==> src/rtl/tspmm_pkg.sv <==
// ============================================================================
// tspmm_pkg: shared types and constants of the exhaustive tour search
// Transaction payloads, register indexes, request and tour codes, sum limits.
// ============================================================================
package tspmm_pkg;

    // default sizing handed to the top level
    localparam int MAX_CITIES_DEF  = 8;
    localparam int WEIGHT_BITS_DEF = 8;

    // fixed field widths
    localparam int CITY_W     = 4;
    localparam int FROM_W     = 3;
    localparam int EDGE_W     = 8;
    localparam int SUM_W      = 11;
    localparam int CFG_ADDR_W = 1;
    localparam int CFG_DATA_W = 4;

    // saturation limit of a tour sum
    localparam logic [SUM_W-1:0] SUM_MAX = 11'd2047;

    // configuration register indexes
    localparam logic [CFG_ADDR_W-1:0] REG_CITY_COUNT = 1'd0;
    localparam logic [CFG_ADDR_W-1:0] REG_HOME_CITY  = 1'd1;

    // configuration reset values
    localparam logic [CITY_W-1:0] CITY_COUNT_RST = 4'd8;
    localparam logic [CITY_W-1:0] HOME_CITY_RST  = 4'd1;

    // request codes
    localparam logic REQ_WRITE = 1'b0;
    localparam logic REQ_RUN   = 1'b1;

    // tour kind codes
    localparam logic KIND_BEST  = 1'b0;
    localparam logic KIND_WORST = 1'b1;

    // input transaction
    typedef struct packed {
        logic              req_type;
        logic [FROM_W-1:0] from_city;
        logic [FROM_W-1:0] to_city;
        logic [EDGE_W-1:0] edge_weight;
    } t_req;

    // output transaction
    typedef struct packed {
        logic              tour_kind;
        logic [CITY_W-1:0] position;
        logic [CITY_W-1:0] city;
        logic [SUM_W-1:0]  tour_weight;
        logic              last;
    } t_result;

endpackage

==> src/rtl/tspmm_wmem.sv <==
// ============================================================================
// tspmm_wmem: weight matrix memory
// One write port, one read port with registered read data, row by column.
// ============================================================================
module tspmm_wmem
    import tspmm_pkg::*;
#(
    parameter int MAX_CITIES  = MAX_CITIES_DEF,
    parameter int WEIGHT_BITS = WEIGHT_BITS_DEF,
    parameter int IDX_W       = $clog2(MAX_CITIES)
) (
    input  logic                   i_clk,
    input  logic                   i_we,
    input  logic [2*IDX_W-1:0]     i_waddr,
    input  logic [WEIGHT_BITS-1:0] i_wdata,
    input  logic [2*IDX_W-1:0]     i_raddr,
    output logic [WEIGHT_BITS-1:0] o_rdata
);

    localparam int DEPTH = 1 << (2 * IDX_W);

    logic [WEIGHT_BITS-1:0] mem [0:DEPTH-1];
    logic [WEIGHT_BITS-1:0] r_rdata;

    // write port
    always_ff @(posedge i_clk) begin
        if (i_we) begin
            mem[i_waddr] <= i_wdata;
        end
    end

    // registered read port
    always_ff @(posedge i_clk) begin
        r_rdata <= mem[i_raddr];
    end

    assign o_rdata = r_rdata;

endmodule

==> src/rtl/tspmm_ordrf.sv <==
// ============================================================================
// tspmm_ordrf: register file of the current city ordering
// One write and one read address per cycle; permutation steps go through it.
// ============================================================================
module tspmm_ordrf
    import tspmm_pkg::*;
#(
    parameter int DEPTH = MAX_CITIES_DEF + 1,
    parameter int IDX_W = $clog2(DEPTH)
) (
    input  logic              i_clk,
    input  logic              i_we,
    input  logic [IDX_W-1:0]  i_waddr,
    input  logic [CITY_W-1:0] i_wdata,
    input  logic [IDX_W-1:0]  i_raddr,
    output logic [CITY_W-1:0] o_rdata
);

    logic [CITY_W-1:0] r_ord [0:DEPTH-1];

    // write port
    always_ff @(posedge i_clk) begin
        if (i_we) begin
            r_ord[i_waddr] <= i_wdata;
        end
    end

    // read port
    assign o_rdata = r_ord[i_raddr];

endmodule

==> src/rtl/tsp_exhaustive_min_max_tour_top.sv <==
// ============================================================================
// A run visits all (n-1)! tours of n cities: each tour is summed through the single
// saturating adder, compared once, and advanced by a permutation step through the
// read and write ports of the order register file; then 2(n+1) result transactions
// follow, one per cycle while i_out_ready does not stall the output.
// Synchronous active-low reset clears control state and sets the city count to 8,
// the home city to 1; the weight matrix is undefined until written.
// ============================================================================
// tsp_exhaustive_min_max_tour_top: brute-force tour search, cheapest and dearest
// Sequencer over a shared adder, compare unit, order file and weight memory.
// ============================================================================
module tsp_exhaustive_min_max_tour_top
    import tspmm_pkg::*;
#(
    parameter int MAX_CITIES  = MAX_CITIES_DEF,
    parameter int WEIGHT_BITS = WEIGHT_BITS_DEF
) (
    input  logic                  i_clk,
    input  logic                  i_rst_n,
    input  logic                  i_cfg_we,
    input  logic [CFG_ADDR_W-1:0] i_cfg_addr,
    input  logic [CFG_DATA_W-1:0] i_cfg_wdata,
    input  logic                  i_in_valid,
    output logic                  o_in_ready,
    input  t_req                  i_in_data,
    output logic                  o_out_valid,
    input  logic                  i_out_ready,
    output t_result               o_out_data
);

    localparam int IDX_W = $clog2(MAX_CITIES);
    localparam int POS_W = $clog2(MAX_CITIES + 1);
    localparam int CNT_W = $clog2(MAX_CITIES + 3);
    localparam int ADD_W = ((WEIGHT_BITS > SUM_W) ? WEIGHT_BITS : SUM_W) + 1;

    typedef enum logic [11:0] {
        S_IDLE     = 12'b0000_0000_0001,
        S_INIT     = 12'b0000_0000_0010,
        S_SUM      = 12'b0000_0000_0100,
        S_CMP      = 12'b0000_0000_1000,
        S_ADV_LOAD = 12'b0000_0001_0000,
        S_SCAN_I   = 12'b0000_0010_0000,
        S_SCAN_J   = 12'b0000_0100_0000,
        S_SWAP     = 12'b0000_1000_0000,
        S_REV_RD   = 12'b0001_0000_0000,
        S_REV_W1   = 12'b0010_0000_0000,
        S_REV_W2   = 12'b0100_0000_0000,
        S_OUT      = 12'b1000_0000_0000
    } t_state;

    // control registers
    t_state            r_state, n_state;
    logic [CITY_W-1:0] r_city_count, r_home_city;
    logic              r_v1, n_v1, r_v2, n_v2;
    logic              r_out_valid, n_out_valid;

    // datapath registers
    logic [CITY_W-1:0] r_n, n_n, r_s, n_s, r_c, n_c;
    logic [CNT_W-1:0]  r_p, n_p;
    logic [POS_W-1:0]  r_i, n_i, r_j, n_j, r_lo, n_lo, r_hi, n_hi;
    logic [CITY_W-1:0] r_nxt, n_nxt, r_piv, n_piv, r_tmp, n_tmp;
    logic [CITY_W-1:0] r_cur, n_cur, r_prev, n_prev;
    logic              r_pair, n_pair, r_first, n_first, r_kind, n_kind;
    logic [SUM_W-1:0]  r_sum, n_sum, r_best_w, n_best_w, r_worst_w, n_worst_w;
    logic [CITY_W-1:0] r_cand  [0:MAX_CITIES];
    logic [CITY_W-1:0] r_best  [0:MAX_CITIES];
    logic [CITY_W-1:0] r_worst [0:MAX_CITIES];
    t_result           r_out_data, n_out_data;

    // combinational helpers
    logic                   in_acc;
    logic [CITY_W-1:0]      run_n, run_s, init_city;
    logic [POS_W-1:0]       hi_idx, pos_idx;
    logic                   ord_we;
    logic [POS_W-1:0]       ord_waddr, ord_raddr;
    logic [CITY_W-1:0]      ord_wdata, ord_rdata;
    logic                   wm_we;
    logic [2*IDX_W-1:0]     wm_waddr, wm_raddr;
    logic [WEIGHT_BITS-1:0] wm_wdata, wm_rdata;
    logic [CITY_W-1:0]      city_a, city_b;
    logic [ADD_W-1:0]       add_raw;
    logic [SUM_W-1:0]       sat_sum;
    logic                   cand_we, best_ld, worst_ld, out_load;

    assign in_acc     = i_in_valid && o_in_ready;
    assign o_in_ready = (r_state == S_IDLE);
    assign pos_idx    = r_p[POS_W-1:0];
    assign hi_idx     = POS_W'(r_n - CITY_W'(1));

    // clamp of the configured city count and start city
    always_comb begin
        if (r_city_count < CITY_W'(2)) begin
            run_n = CITY_W'(2);
        end else if (r_city_count > CITY_W'(MAX_CITIES)) begin
            run_n = CITY_W'(MAX_CITIES);
        end else begin
            run_n = r_city_count;
        end
        if (r_home_city == '0 || r_home_city > run_n) begin
            run_s = CITY_W'(1);
        end else begin
            run_s = r_home_city;
        end
    end

    // next city of the ascending start ordering, skipping the start city
    assign init_city = (r_c == r_s) ? r_c + CITY_W'(1) : r_c;

    // matrix write from a weight transaction
    assign wm_we    = in_acc && (i_in_data.req_type == REQ_WRITE)
                      && (int'(i_in_data.from_city) < MAX_CITIES)
                      && (int'(i_in_data.to_city) < MAX_CITIES);
    assign wm_waddr = {IDX_W'(i_in_data.from_city), IDX_W'(i_in_data.to_city)};
    assign wm_wdata = WEIGHT_BITS'(i_in_data.edge_weight);

    // matrix read for the edge between the two latest cities
    assign city_a   = r_prev - CITY_W'(1);
    assign city_b   = r_cur - CITY_W'(1);
    assign wm_raddr = {IDX_W'(city_a), IDX_W'(city_b)};

    // shared saturating adder
    assign add_raw = ADD_W'(r_sum) + ADD_W'(wm_rdata);
    assign sat_sum = (add_raw > ADD_W'(SUM_MAX)) ? SUM_MAX : SUM_W'(add_raw);

    tspmm_wmem #(
        .MAX_CITIES  (MAX_CITIES),
        .WEIGHT_BITS (WEIGHT_BITS),
        .IDX_W       (IDX_W)
    ) u_wmem (
        .i_clk   (i_clk),
        .i_we    (wm_we),
        .i_waddr (wm_waddr),
        .i_wdata (wm_wdata),
        .i_raddr (wm_raddr),
        .o_rdata (wm_rdata)
    );

    tspmm_ordrf #(
        .DEPTH (MAX_CITIES + 1),
        .IDX_W (POS_W)
    ) u_ordrf (
        .i_clk   (i_clk),
        .i_we    (ord_we),
        .i_waddr (ord_waddr),
        .i_wdata (ord_wdata),
        .i_raddr (ord_raddr),
        .o_rdata (ord_rdata)
    );

    // sequencer
    always_comb begin
        n_state   = r_state;
        n_n       = r_n;
        n_s       = r_s;
        n_c       = r_c;
        n_p       = r_p;
        n_i       = r_i;
        n_j       = r_j;
        n_lo      = r_lo;
        n_hi      = r_hi;
        n_nxt     = r_nxt;
        n_piv     = r_piv;
        n_tmp     = r_tmp;
        n_cur     = r_cur;
        n_prev    = r_prev;
        n_pair    = r_pair;
        n_first   = r_first;
        n_kind    = r_kind;
        n_sum     = r_sum;
        n_best_w  = r_best_w;
        n_worst_w = r_worst_w;
        n_v1      = 1'b0;
        n_v2      = 1'b0;
        ord_we    = 1'b0;
        ord_waddr = pos_idx;
        ord_wdata = r_s;
        ord_raddr = pos_idx;
        cand_we   = 1'b0;
        best_ld   = 1'b0;
        worst_ld  = 1'b0;
        out_load  = 1'b0;

        case (r_state)
            S_IDLE: begin
                if (in_acc && i_in_data.req_type == REQ_RUN) begin
                    n_n     = run_n;
                    n_s     = run_s;
                    n_p     = '0;
                    n_c     = CITY_W'(1);
                    n_state = S_INIT;
                end
            end
            // write the start ordering, one position a cycle
            S_INIT: begin
                ord_we = 1'b1;
                if (r_p != '0 && r_p != CNT_W'(r_n)) begin
                    ord_wdata = init_city;
                    n_c       = init_city + CITY_W'(1);
                end
                if (r_p == CNT_W'(r_n)) begin
                    n_p     = '0;
                    n_sum   = '0;
                    n_first = 1'b1;
                    n_state = S_SUM;
                end else begin
                    n_p = r_p + CNT_W'(1);
                end
            end
            // order read, matrix read, accumulate: three-deep pipeline
            S_SUM: begin
                if (r_p <= CNT_W'(r_n)) begin
                    n_cur   = ord_rdata;
                    n_prev  = r_cur;
                    cand_we = 1'b1;
                    n_v1    = 1'b1;
                    n_pair  = (r_p != '0);
                end
                n_v2 = r_v1 && r_pair;
                if (r_v2) begin
                    n_sum = sat_sum;
                end
                if (r_p == CNT_W'(r_n) + CNT_W'(2)) begin
                    n_state = S_CMP;
                end else begin
                    n_p = r_p + CNT_W'(1);
                end
            end
            // keep the first strictly cheaper and strictly dearer tour
            S_CMP: begin
                if (r_first || r_sum < r_best_w) begin
                    n_best_w = r_sum;
                    best_ld  = 1'b1;
                end
                if (r_first || r_sum > r_worst_w) begin
                    n_worst_w = r_sum;
                    worst_ld  = 1'b1;
                end
                n_first = 1'b0;
                n_state = S_ADV_LOAD;
            end
            // next permutation: fetch the tail entry; with fewer than three cities, go to output
            S_ADV_LOAD: begin
                ord_raddr = hi_idx;
                if (r_n < CITY_W'(3)) begin
                    n_p     = '0;
                    n_kind  = KIND_BEST;
                    n_state = S_OUT;
                end else begin
                    n_nxt   = ord_rdata;
                    n_i     = hi_idx - POS_W'(1);
                    n_state = S_SCAN_I;
                end
            end
            // scan down for the pivot
            S_SCAN_I: begin
                ord_raddr = r_i;
                if (ord_rdata >= r_nxt) begin
                    if (r_i == POS_W'(1)) begin
                        n_p     = '0;
                        n_kind  = KIND_BEST;
                        n_state = S_OUT;
                    end else begin
                        n_nxt = ord_rdata;
                        n_i   = r_i - POS_W'(1);
                    end
                end else begin
                    n_piv   = ord_rdata;
                    n_j     = hi_idx;
                    n_state = S_SCAN_J;
                end
            end
            // scan down for the successor, write the pivot in its place
            S_SCAN_J: begin
                ord_raddr = r_j;
                if (r_piv >= ord_rdata) begin
                    n_j = r_j - POS_W'(1);
                end else begin
                    ord_we    = 1'b1;
                    ord_waddr = r_j;
                    ord_wdata = r_piv;
                    n_tmp     = ord_rdata;
                    n_state   = S_SWAP;
                end
            end
            S_SWAP: begin
                ord_we    = 1'b1;
                ord_waddr = r_i;
                ord_wdata = r_tmp;
                n_lo      = r_i + POS_W'(1);
                n_hi      = hi_idx;
                n_state   = S_REV_RD;
            end
            // reverse the suffix, each swap by a read state and then two write states
            S_REV_RD: begin
                ord_raddr = r_lo;
                if (r_lo >= r_hi) begin
                    n_p     = '0;
                    n_sum   = '0;
                    n_state = S_SUM;
                end else begin
                    n_tmp   = ord_rdata;
                    n_state = S_REV_W1;
                end
            end
            S_REV_W1: begin
                ord_raddr = r_hi;
                ord_we    = 1'b1;
                ord_waddr = r_lo;
                ord_wdata = ord_rdata;
                n_state   = S_REV_W2;
            end
            S_REV_W2: begin
                ord_we    = 1'b1;
                ord_waddr = r_hi;
                ord_wdata = r_tmp;
                n_lo      = r_lo + POS_W'(1);
                n_hi      = r_hi - POS_W'(1);
                n_state   = S_REV_RD;
            end
            // emit the cheapest tour, then the dearest
            S_OUT: begin
                if (!r_out_valid || i_out_ready) begin
                    out_load = 1'b1;
                    if (r_p == CNT_W'(r_n)) begin
                        if (r_kind == KIND_WORST) begin
                            n_state = S_IDLE;
                        end else begin
                            n_kind = KIND_WORST;
                            n_p    = '0;
                        end
                    end else begin
                        n_p = r_p + CNT_W'(1);
                    end
                end
            end
            default: begin
                n_state = S_IDLE;
            end
        endcase
    end

    // output register contents
    always_comb begin
        n_out_data = r_out_data;
        if (out_load) begin
            n_out_data.tour_kind = r_kind;
            n_out_data.position  = CITY_W'(r_p);
            if (r_kind == KIND_WORST) begin
                n_out_data.city        = r_worst[pos_idx];
                n_out_data.tour_weight = r_worst_w;
            end else begin
                n_out_data.city        = r_best[pos_idx];
                n_out_data.tour_weight = r_best_w;
            end
            n_out_data.last = (r_kind == KIND_WORST) && (r_p == CNT_W'(r_n));
        end
        n_out_valid = out_load || (r_out_valid && !i_out_ready);
    end

    // control state and configuration registers
    always_ff @(posedge i_clk) begin
        if (!i_rst_n) begin
            r_state      <= S_IDLE;
            r_v1         <= 1'b0;
            r_v2         <= 1'b0;
            r_out_valid  <= 1'b0;
            r_city_count <= CITY_COUNT_RST;
            r_home_city  <= HOME_CITY_RST;
        end else begin
            r_state     <= n_state;
            r_v1        <= n_v1;
            r_v2        <= n_v2;
            r_out_valid <= n_out_valid;
            if (i_cfg_we) begin
                case (i_cfg_addr)
                    REG_CITY_COUNT: r_city_count <= CITY_W'(i_cfg_wdata);
                    REG_HOME_CITY:  r_home_city  <= CITY_W'(i_cfg_wdata);
                    default: begin
                    end
                endcase
            end
        end
    end

    // datapath registers
    always_ff @(posedge i_clk) begin
        r_n        <= n_n;
        r_s        <= n_s;
        r_c        <= n_c;
        r_p        <= n_p;
        r_i        <= n_i;
        r_j        <= n_j;
        r_lo       <= n_lo;
        r_hi       <= n_hi;
        r_nxt      <= n_nxt;
        r_piv      <= n_piv;
        r_tmp      <= n_tmp;
        r_cur      <= n_cur;
        r_prev     <= n_prev;
        r_pair     <= n_pair;
        r_first    <= n_first;
        r_kind     <= n_kind;
        r_sum      <= n_sum;
        r_best_w   <= n_best_w;
        r_worst_w  <= n_worst_w;
        r_out_data <= n_out_data;
        if (cand_we) begin
            r_cand[pos_idx] <= ord_rdata;
        end
        if (best_ld) begin
            r_best <= r_cand;
        end
        if (worst_ld) begin
            r_worst <= r_cand;
        end
    end

    assign o_out_valid = r_out_valid;
    assign o_out_data  = r_out_data;

endmodule
==> config.mk <==
export PLATFORM = sky130hd
export DESIGN_NAME = tsp_exhaustive_min_max_tour_top
export DESIGN_NICKNAME = d
export VERILOG_FILES = /design/src/rtl/tspmm_pkg.sv /design/src/rtl/tspmm_wmem.sv /design/src/rtl/tspmm_ordrf.sv /design/src/rtl/tsp_exhaustive_min_max_tour_top.sv
export SDC_FILE = /design/constraint.sdc
export NUM_CORES = 1
export LEC_CHECK = 0
export BUFFER_PORTS_ARGS = -buffer_cell sky130_fd_sc_hd__buf_2
export CAP_MARGIN = 40
export CORE_MARGIN = 2
export CORE_UTILIZATION = 59
export DETAILED_ROUTE_END_ITERATION = 10
export PLACE_DENSITY = 0.75
export SYNTH_ARGS = -nofsm -noshare
export SYNTH_HDL_FRONTEND = slang
export SYNTH_SLANG_ARGS = --single-unit
==> constraint.sdc <==
create_clock -name i_clk -period 16.3 [get_ports i_clk]
set_input_delay 0.815 -clock i_clk [delete_from_list [all_inputs] [get_ports i_clk]]
set_output_delay 0.815 -clock i_clk [all_outputs]
set_load 0.01 [all_outputs]
==> results by group <==
Run status
  – Status: completed

Drt
  – Detailed-route via count: about 17000
  – WL final: between 70000 and 80000 um
  – Drt first-iter violations: ~1700
  – Routed length per instance: between 20 and 30 um
  – Antenna Nets Post-Route: 0
  – DRT Pass-1 Iters: 5
  – Via density: roughly 6.4
  – DRC viols: 0

Logic synthesis
  – Synth area leaders: edfxtp_1 70%, mux4_2 12%, ha_1 2.6%
  – Distinct cells, synth: 67
  – Post-synthesis sequential area ratio: approximately 70%
  – Mapped cell area: approximately 0.033 mm2
  – Area leader, netlist: edfxtp_1
  – Post-synth EDFFs: about 760
  – Yosys warns: 0
  – Most used DFF post-synth: edfxtp_1
  – Cells after Synth: ~1800
  – #FFs+latches synth: ~800
  – Syn_nets: ~1900
  – Async S/R FF share, synth: 0%
  – Yosys top cell area share: a little over two thirds
  – Top-count cell post-synth: edfxtp_1
  – Mean Syn Cell Area: 18.3 um2
  – Commonest cells post-synth: 763 x edfxtp_1, 181 x mux4_2, 135 x nor2_1, 73 x nand2_1, 68 x ha_1

Global route
  – All-layer global routing usage: roughly 26%
  – Gr busiest metal: met2
  – First-pass GRT wire length: between 100000 and 150000 um
  – Vias in the first global route: around 17000
  – Met3 Track Usage GR: slightly below 4%
  – Largest net degree at the start of global routing: 96
  – Initial antenna violation count: 1
  – GR Layer Usage met1: a little over a third
  – Grt met2 use: 42.4%
  – GRT overflow: 0

Clock network
  – CTS tree: built
  – CTS Buf Count: about 80
  – Worst-Skew Late Latency: 0.64 ns
  – Setup Fix Bufs, Post-CTS: 0
  – CTS Sinks: 794
  – Max clock buf depth: 3
  – CTS H-Tree Depth: 3
  – Cts repair resizes: 0
  – Root Buffer Master: clkbuf_16
  – Hold buffer count at CTS: 0
  – Worst-path clk slew: 0.06 ns

Run
  – Max_cap viols: 0

Worst setup path
  – Largest stage delay on the critical path: around 0.65 ns
  – WS Path Type: flop to flop
  – Arr. time, crit path: roughly 6.6 ns
  – Sequence of cells on the critical path: nor4_1 -> nand3_1 -> nor4b_2 -> a222oi_1 -> o21ai_4 -> mux4_1 -> mux2i_1 -> nand2_1 -> o21a_1 -> ha_1 -> nand2b_1 -> a21o_1 -> a21o_1 -> a21o_1 -> nor2_1 -> nor4_1 -> or2_2 -> nor3_1
  – CP delay by family, top: simple AND/OR/NAND/NOR gates
  – Crit path max-delay cell type: nor4_1
  – Crit path top cell by count: a21o_1
  – Critical Path Fanout Max: 14
  – Startpoint Class: flop
  – Critical Path RT: about 17 ns
  – Crit end category: flop
  – Buf/Inv on CP: 0

Floorplanning
  – Top Ports: 48
  – Core area: around 0.055 mm2
  – Die Width: roughly 240 um
  – Die ar.: about 0.057 mm2
  – Initial Util: 59.5%
  – Die Ht: 239 um
  – Row count: 86

Timing
  – Crit share post-route: 38.8%
  – RSZ-0062 raised after global routing: no
  – # setup viols final: 0
  – Final Hold Viols: 0
  – Rel. slew slack: roughly two fifths
  – Setup TNS: 0 ns
  – Fmax: ~160 MHz
  – Actual slew at the worst max-slew pin: between 0.9 and 1 ns
  – Pins Over Slew Limit: 0
  – Final Skew: 0.0281 ns
  – Fin crit period: around 6.3 ns

Power and ir drop
  – LEAKAGE: around 12 nW
  – Peak VDD IR: roughly 0.00014 V
  – Total Power: 4.12 mW
  – PwrDens: 113 mW/mm2

Placed design
  – RD Place Congestion: 0.950
  – Placed Instance Area: around 0.034 mm2
  – Hpwl dp: approximately 45000 um
  – Port Buffer Count: 47

Final layout
  – Fin area: approximately 0.036 mm2
  – Register Area: approximately 0.024 mm2
  – Area grow syn2layout: 11.5%
  – Multi-input logic area: between 0.008 and 0.009 mm2
  – Share of cells above drive strength 1: between 20% and 30%
  – N_diodes: 0
  – Filler Cell Count: ~3500
  – Final net count: roughly 2000

Hold path
  – Tightest Hold Check Type: flop to flop
-- sequential cells by signal (all words and copies together) (netlist names), 8 cells and up --
name / flops
r_cand: 36
u_wmem.mem: 512
r_worst: 36
u_ordrf.r_ord: 36
r_worst_w: 11
r_best: 36
r_sum: 11
u_wmem.o_rdata: 8
r_state: 12
o_out_data: 21
r_best_w: 11
-- power by group --
group	switching (mW)	leakage (nW)	total, mW	internal, mW
combinational	0.0972	3.79	0.147	0.0495
sequential	0.00782	7.11	2.25	2.24
clock	0.756	1.19	1.72	0.963
-- stage by stage --
| stage | hold WS [ns] | util (%) | setup slack [ns] | std cells |
|---|---|---|---|---|
| after floorplan | 0.421 | - | 11.02 | 1787 |
| after global placement | 0.422 | 61.3 | 10.19 | 2484 |
| after detailed placement | 0.430 | 61.8 | 10.11 | 2505 |
| after CTS | 0.433 | 66.3 | 10.08 | 2651 |
| after global routing | 0.440 | 66.3 | 9.36 | 2653 |
| final | 0.442 | 66.3 | 9.98 | 2653 |
-- placed cells by master (no fill, tap or decap), types with 5 or more instances in the layout --
cell type  Yosys  final
buf_12         0      7
mux4_2       181    181
buf_4          0     27
clkbuf_1      47     21
ha_1          68     67
nand2_1       73     73
nor3_1        23     23
nor2_1       135    134
nand2b_1      15     15
inv_1         66     66
and2_1        18     18
buf_2          4     50
a22oi_1       14     14
nand3_1       23     23
a21oi_1       60     60
clkinv_1       0     17
a211oi_1      10     10
and3_1         5      5
dfxtp_1       31     31
xnor2_1       25     25
a21o_1        14     14
nor4_1         5      5
clkinv_2       0     12
o21ai_0       44     44
or3_1          7      7
edfxtp_1     763    763
mux2i_1       24     24
clkbuf_16      0     82
nand3b_1       7      7
nor2b_1        8      8
mux4_1         7      7
xor2_1        13     12
nand4_1        9      9
o22ai_1        5      5
-- metal layers --
metal | routed length (um) | share of wire, %
met1 | 28400 | 40
met2 | 35500 | 51
met5 | 11 | 0.016
met4 | 1750 | 2.5
met3 | 4660 | 6.6
-- logic make-up after synthesis --
logic type	synth area share [%]
AOI/OAI and AO/OA	3.41
xor gates and xnor gates	1.02
adders and majority gates	2.67
buffers and inverters	1.67
DFF	72.1
muxes	13.8
and+or+nand+nor	5.34
-- layout make-up --
type,instances,area share [%]
Clock buffer,107,6.01
Clock inverter,39,0.708
Inverter,69,0.712
Multi-Input combinational cell,853,23.7
Sequential cell,794,64.7
Tap cell,704,2.42
Timing Repair Buffer,87,1.81
-- worst reg2reg max path, stage by stage, from the launching register on --
cell,delay [ns]
dfxtp_1,0.35
nor4_1,0.65
nand3_1,0.20
nor4b_2,0.47
a222oi_1,0.26
o21ai_4,0.21
mux4_1,0.63
mux2i_1,0.27
nand2_1,0.11
o21a_1,0.25
ha_1,0.33
nand2b_1,0.14
a21o_1,0.17
a21o_1,0.19
a21o_1,0.24
nor2_1,0.54
nor4_1,0.17
or2_2,0.33
nor3_1,0.45
-- final timing paths --
check                     startpoint                       endpoint  slack (ns)  cells after the start
min             r_cand[21]$_DFFE_PP_          r_worst[21]$_DFFE_PP_        0.44                      0
max reg2reg  r_state[0]$_SDFFE_PN1P_  u_ordrf.r_ord[3][0]$_DFFE_PP_        9.98                     18
min reg2reg     r_cand[21]$_DFFE_PP_          r_worst[21]$_DFFE_PP_        0.44                      0
max          r_state[0]$_SDFFE_PN1P_  u_ordrf.r_ord[3][0]$_DFFE_PP_        9.98                     18
Note: power is estimated with default switching activity, not from simulation.
